<file path="src/rdsps_pkg.sv">
`timescale 1ns / 1ps
// ----------------------------------------------------------------------------
// rdsps_pkg
// Shared types and constants for the RDS program service name assembler.
// ----------------------------------------------------------------------------
package rdsps_pkg;

    localparam int NAME_LEN  = 8;
    localparam int SEG_W     = 2;
    localparam int POS_W     = 3;
    localparam int CHAR_W    = 8;
    localparam int NAME_W    = NAME_LEN * CHAR_W;
    localparam int BLOCK_W   = 16;

    localparam logic [CHAR_W-1:0] SPACE_CHAR = 8'h20;
    localparam logic [SEG_W-1:0]  SEG_MASK   = 2'h3;
    localparam logic [3:0]        GROUP_TYPE_0 = 4'h0;

    typedef enum logic {
        OP_GROUP  = 1'b0,
        OP_RETUNE = 1'b1
    } opcode_t;

    typedef logic [CHAR_W-1:0] char_t;
    typedef logic [NAME_LEN-1:0][CHAR_W-1:0] char_arr_t;

    typedef struct packed {
        char_arr_t pending;
        char_arr_t confirmed;
        logic      seen;
    } ps_state_t;

    typedef struct packed {
        logic [NAME_W-1:0] station_name;
        logic              name_valid;
        logic              group_used;
    } ps_result_t;

    typedef struct packed {
        opcode_t             opcode;
        logic [BLOCK_W-1:0]  block_b;
        logic [BLOCK_W-1:0]  block_d;
    } ps_item_t;

endpackage

</file>
<file path="src/rds_station_name_assembler_core.sv">
`timescale 1ns / 1ps
// path: an accepted input word is held in the input register, and its result word in the output register
// throughput: one word per cycle, limited only by the output side taking words
// the output register lets the next word be accepted while a result waits
// reset: asynchronous, clears both stage valids, name to spaces, candidates to zero
// ----------------------------------------------------------------------------
// rds_station_name_assembler_core
// Builds the 8-character program service name from type 0 RDS groups.
// ----------------------------------------------------------------------------
module rds_station_name_assembler_core
    import rdsps_pkg::*;
(
    input  logic         clk,
    input  logic         rst_n,
    input  logic         s_axis_tvalid,
    output logic         s_axis_tready,
    input  logic [31:0]  s_axis_tdata,   // block_b[15:0], block_d[31:16]
    input  logic [0:0]   s_axis_tuser,   // opcode[0]
    output logic         m_axis_tvalid,
    input  logic         m_axis_tready,
    output logic [63:0]  m_axis_tdata,   // station_name[63:0]
    output logic [1:0]   m_axis_tuser    // name_valid[0], group_used[1]
);

    logic       in_valid_reg;
    ps_item_t   in_item_reg;
    logic       out_valid_reg;
    ps_result_t out_result_reg;
    ps_state_t  state_reg;
    ps_state_t  state_next;
    ps_result_t result_next;
    logic       advance;
    ps_state_t  state_init;

    assign advance       = in_valid_reg && (!out_valid_reg || m_axis_tready);
    assign s_axis_tready = !in_valid_reg || !out_valid_reg || m_axis_tready;

    always_comb
    begin
        for (int i = 0; i < NAME_LEN; i++)
        begin
            state_init.pending[i]   = '0;
            state_init.confirmed[i] = SPACE_CHAR;
        end
        state_init.seen = 1'b0;
    end

    always_ff @(posedge clk or negedge rst_n)
    begin
        if (!rst_n)
        begin
            in_valid_reg <= 1'b0;
        end
        else if (s_axis_tready)
        begin
            in_valid_reg <= s_axis_tvalid;
        end
    end

    always_ff @(posedge clk)
    begin
        if (s_axis_tready && s_axis_tvalid)
        begin
            in_item_reg.opcode  <= opcode_t'(s_axis_tuser[0]);
            in_item_reg.block_b <= s_axis_tdata[BLOCK_W-1:0];
            in_item_reg.block_d <= s_axis_tdata[2*BLOCK_W-1:BLOCK_W];
        end
    end

    rdsps_update u_update (
        .item       (in_item_reg),
        .state_cur  (state_reg),
        .state_next (state_next),
        .result     (result_next)
    );

    always_ff @(posedge clk or negedge rst_n)
    begin
        if (!rst_n)
        begin
            state_reg     <= state_init;
            out_valid_reg <= 1'b0;
        end
        else
        begin
            if (advance)
            begin
                state_reg     <= state_next;
                out_valid_reg <= 1'b1;
            end
            else if (m_axis_tready)
            begin
                out_valid_reg <= 1'b0;
            end
        end
    end

    always_ff @(posedge clk)
    begin
        if (advance)
        begin
            out_result_reg <= result_next;
        end
    end

    assign m_axis_tvalid   = out_valid_reg;
    assign m_axis_tdata    = out_result_reg.station_name;
    assign m_axis_tuser[0] = out_result_reg.name_valid;
    assign m_axis_tuser[1] = out_result_reg.group_used;

endmodule

</file>
<file path="src/rdsps_update.sv">
`timescale 1ns / 1ps
// ----------------------------------------------------------------------------
// rdsps_update
// Per-word character update: two-in-a-row confirmation, retune clear,
// and packing of the confirmed name.
// ----------------------------------------------------------------------------
module rdsps_update
    import rdsps_pkg::*;
(
    input  ps_item_t   item,
    input  ps_state_t  state_cur,
    output ps_state_t  state_next,
    output ps_result_t result
);

    logic             do_group;
    logic [SEG_W-1:0] seg;
    char_t            ch_hi;
    char_t            ch_lo;

    assign do_group = (item.opcode == OP_GROUP)
                   && (item.block_b[BLOCK_W-1 -: 4] == GROUP_TYPE_0);
    assign seg   = item.block_b[SEG_W-1:0] & SEG_MASK;
    assign ch_hi = item.block_d[BLOCK_W-1 -: CHAR_W];
    assign ch_lo = item.block_d[CHAR_W-1:0];

    always_comb
    begin
        logic [POS_W-1:0] pos;
        char_t            ch;
        logic             hit;
        state_next = state_cur;
        for (int i = 0; i < NAME_LEN; i++)
        begin
            pos = POS_W'(i);
            // even positions take the high byte, odd ones the low byte
            ch  = pos[0] ? ch_lo : ch_hi;
            hit = do_group && (pos[POS_W-1:1] == seg);
            if (hit)
            begin
                if (state_cur.pending[i] == ch)
                begin
                    state_next.confirmed[i] = ch;
                    state_next.seen         = 1'b1;
                end
                else
                begin
                    state_next.pending[i] = ch;
                end
            end
        end
        if (item.opcode == OP_RETUNE)
        begin
            for (int i = 0; i < NAME_LEN; i++)
            begin
                state_next.confirmed[i] = SPACE_CHAR;
            end
            state_next.seen = 1'b0;
        end
    end

    always_comb
    begin
        // character 0 goes to the top byte
        for (int i = 0; i < NAME_LEN; i++)
        begin
            result.station_name[NAME_W-1-CHAR_W*i -: CHAR_W] = state_next.confirmed[i];
        end
        result.name_valid = state_next.seen;
        result.group_used = do_group;
    end

endmodule

</file>
<file path="config.mk">
export PLATFORM = sky130hd
export DESIGN_NAME = rds_station_name_assembler_core
export DESIGN_NICKNAME = d
export VERILOG_FILES = /design/src/rdsps_pkg.sv /design/src/rds_station_name_assembler_core.sv /design/src/rdsps_update.sv
export SDC_FILE = /design/constraint.sdc
export NUM_CORES = 1
export LEC_CHECK = 0
export BUFFER_PORTS_ARGS = -buffer_cell sky130_fd_sc_hd__buf_4
export CORE_UTILIZATION = 50
export DETAILED_ROUTE_END_ITERATION = 16
export PLACE_DENSITY = 0.8
export SLEW_MARGIN = 20
export SYNTH_ARGS = -nofsm -noshare
export SYNTH_HDL_FRONTEND = slang
export SYNTH_SLANG_ARGS = --single-unit
export TNS_END_PERCENT = 10
</file>
<file path="constraint.sdc">
create_clock -name clk -period 4 [get_ports clk]
set_input_delay 0.2 -clock clk [delete_from_list [all_inputs] [get_ports clk]]
set_output_delay 0.2 -clock clk [all_outputs]
set_load 0.02 [all_outputs]
</file>
==> qor.txt <==
Sw Pwr = 1.24 mW
Final Hold Fails = 0
Num CTS Buffers = 23
die width = 142 um
Setup WS post-layout = 0.996 ns
largest cells by area after synthesis = dfrtp_1 31%, edfxtp_1 27%, mux2i_1 9.7%, mux2_2 7.3%, xor2_1 4.3%
post-synthesis cell area = 0.00986 mm^2
Syn Area/Cell = 12.8 um^2
# nets final = 914
grt ovf = 0
Core Rows = 51
Distinct cells, synth = 41
Max clock buf depth = 3
Critical path origin = in_item_reg[31]
WP depth = 5
Worst Max-Slew Pin Slew = 0.933 ns
FF-to-FF path depth = 5
Tcrit/Tclk final = 75.1%
Yosys warnings = 0
final wirelength = 19.0 mm
hold_sp = m_axis_tready
Initial Util = 50.8%
total power = 5.45 mW
Clock Skews = 0.00731 ns
ANT cells = 0
Req. time, crit path = 4.31 ns
CTS sink count = 220
Top FF cell, synth = dfrtp_1
Final Util = 61.2%
starting DRC count in detailed routing = 315
Root Buffer Master = clkbuf_16
WP buf/inv = 0
Lkg Pwr = 5.43 nW
Worst Path Max Fanout = 9
H-tree Lvls = 1
count leader, synth = dfrtp_1
Async S/R FF share, synth = 59.5%
TritonCTS clock tree = built
area leader, netlist = dfrtp_1
post-synthesis cell count = 768
Top delay family on crit path = simple AND/OR/NAND/NOR gates
Critical Path End Type = register
Critical Path AT = 3.31 ns
Max-cap violations = 0
Power Internal = 4.21 mW
first-pass GRT wire length = 31.4 mm
RD Place Congestion = 0.745
die area = 0.0203 mm^2
Hold Path Class = primary input to register
peak supply drop = 0.000305 V
Synth Register Bits = 220
Critical-path top delay cell = nand3_1
max reg flops = 129
most instantiated cells after synthesis = 123 x dfrtp_1, 96 x mux2i_1, 89 x edfxtp_1
DRC = 0
Logic pwr share = 9.5%
Final HPWL DP = 11.9 mm
Die Height = 142 um
initial antenna violation count = 0
Crit path largest cell delay = 0.65 ns
status = complete, no violations
Clk Latency, worst-skew pair = 0.50 ns
relative slew slack = 37.8%
register area share after synthesis = 60.4%
DP Worst Slack = 1.00 ns
CORE AREA = 0.0194 mm^2
Min-Delay Path Depth = 3
CP Cell Sequence = or4_4 > nor4b_1 > nand3_1 > and4_1 > a31oi_1
minimum clock period = 3.00 ns
post-cts sizing count = 0
vias in the first global route = 6062
Yosys top cell area share = 31.2%
final number of setup-violating endpoints = 0
fin. max-slew vios = 0
share of cells above drive strength 1 = 26.0%
pwr/cell area = 459 mW/mm^2
Via density = 5.29
antenna viol nets, final = 0
Flop pwr share = 48.2%
crit start category = register
WS Path Type = register to register
fmax = 333 MHz
area delta synth->final = 20.5%
post-route setup TNS = 0 ns
Ports = 105
DR WL/cell = 16.4 um
unrepaired setup endpoints after global routing = no
drt pass-1 iters = 4
Post-synth EDFFs = 89
fill cell count = 1532
largest net degree at the start of global routing = 116
switching portion of total power = 22.8%
clock group share of total power = 42.3%
DR vias = 6127
gr usage total = 19.6%
Net Count, Synth = 805
Worst-path clk slew = 0.06 ns
PortBufs = 94
reg2reg start = in_item_reg[31]
[cell families after synthesis]
family	synth area share, %
flip-flops	60.4
AO/OA/AOI/OAI	4.36
XOR/XNOR	5.68
AND/OR/NAND/NOR	10.1
buffers and inverters	2.32
multiplexers	17.1
[placed cells by master (no fill, tap or decap), types with 16 or more instances in the layout]
cell type and count:
o31ai_1 28, nand2_1 70, dfrtp_1 123, edfxtp_1 89
nor2_1 71, dlygate4sd3_1 25, xnor2_1 16, clkbuf_16 25
o21ai_0 26, xor2_1 48, mux2i_1 96, mux2_2 64
buf_4 108
[what timing repair did]
| action | CTS | global route |
|---|---|---|
| buffers inserted | 0 | 0 |
| hold endpoints to repair | 87 | 0 |
| setup endpoints to repair | 0 | 0 |
| hold buffers | 25 | 0 |
[metal layers]
metal / share of wire (%) / global-route usage (%)
met4: 1.4 / 4.24
met5: 0 / 0
met1: 45 / 27.9
met3: 5.0 / 2.56
met2: 48 / 32.2
[worst min-delay path, stage by stage]
cell	delay (ns)
buf_4	0.08
nand3b_1	0.14
nand2b_1	0.06
[final cells by class]
cell class | instances | area [um^2] | share of cell area, %
Clock buffer | 30 | 654 | 5.51
Clock inverter | 11 | 179 | 1.51
Inverter | 2 | 7.51 | 0.0632
Multi-Input combinational cell | 496 | 3680 | 30.9
Sequential cell | 220 | 5960 | 50.2
Tap cell | 265 | 332 | 2.79
Timing Repair Buffer | 134 | 1070 | 9.02
[through the flow]
| step | hold slack, ns | instance area, um^2 | cells |
|---|---|---|---|
| after detailed placement | 0.379 | 10800 | 1092 |
| after floorplan | -0.0956 | 9860 | 768 |
| after global placement | 0.379 | 10800 | 1092 |
| after global routing | 0.0463 | 11900 | 1158 |
| final | 0.0280 | 11900 | 1158 |
| after CTS | 0.0119 | 11900 | 1158 |
[final timing paths]
check / end / slack [ns]
worst max-delay path: m_axis_tuser[0] / 1.0
worst min-delay path: in_valid_reg / 0.03
worst max register to register: m_axis_tuser[0] / 1.0
worst min register to register: state_reg[11] / 0.48
max in group asynchronous: state_reg[22] / 2.62
min in group asynchronous: state_reg[7] / 0.39
[power by group through the flow]
stage          sequential, mW  combinational (mW)  clock, mW
6_report                 2.63               0.521       2.31
2_1_floorplan            2.69               0.282          0
3_3_place_gp             2.66               0.492          0
3_5_place_dp             2.67               0.504          0
5_1_grt                  2.64               0.575       2.44
4_1_cts                  2.63               0.525       2.35
Power figures use the tool's default switching activity.
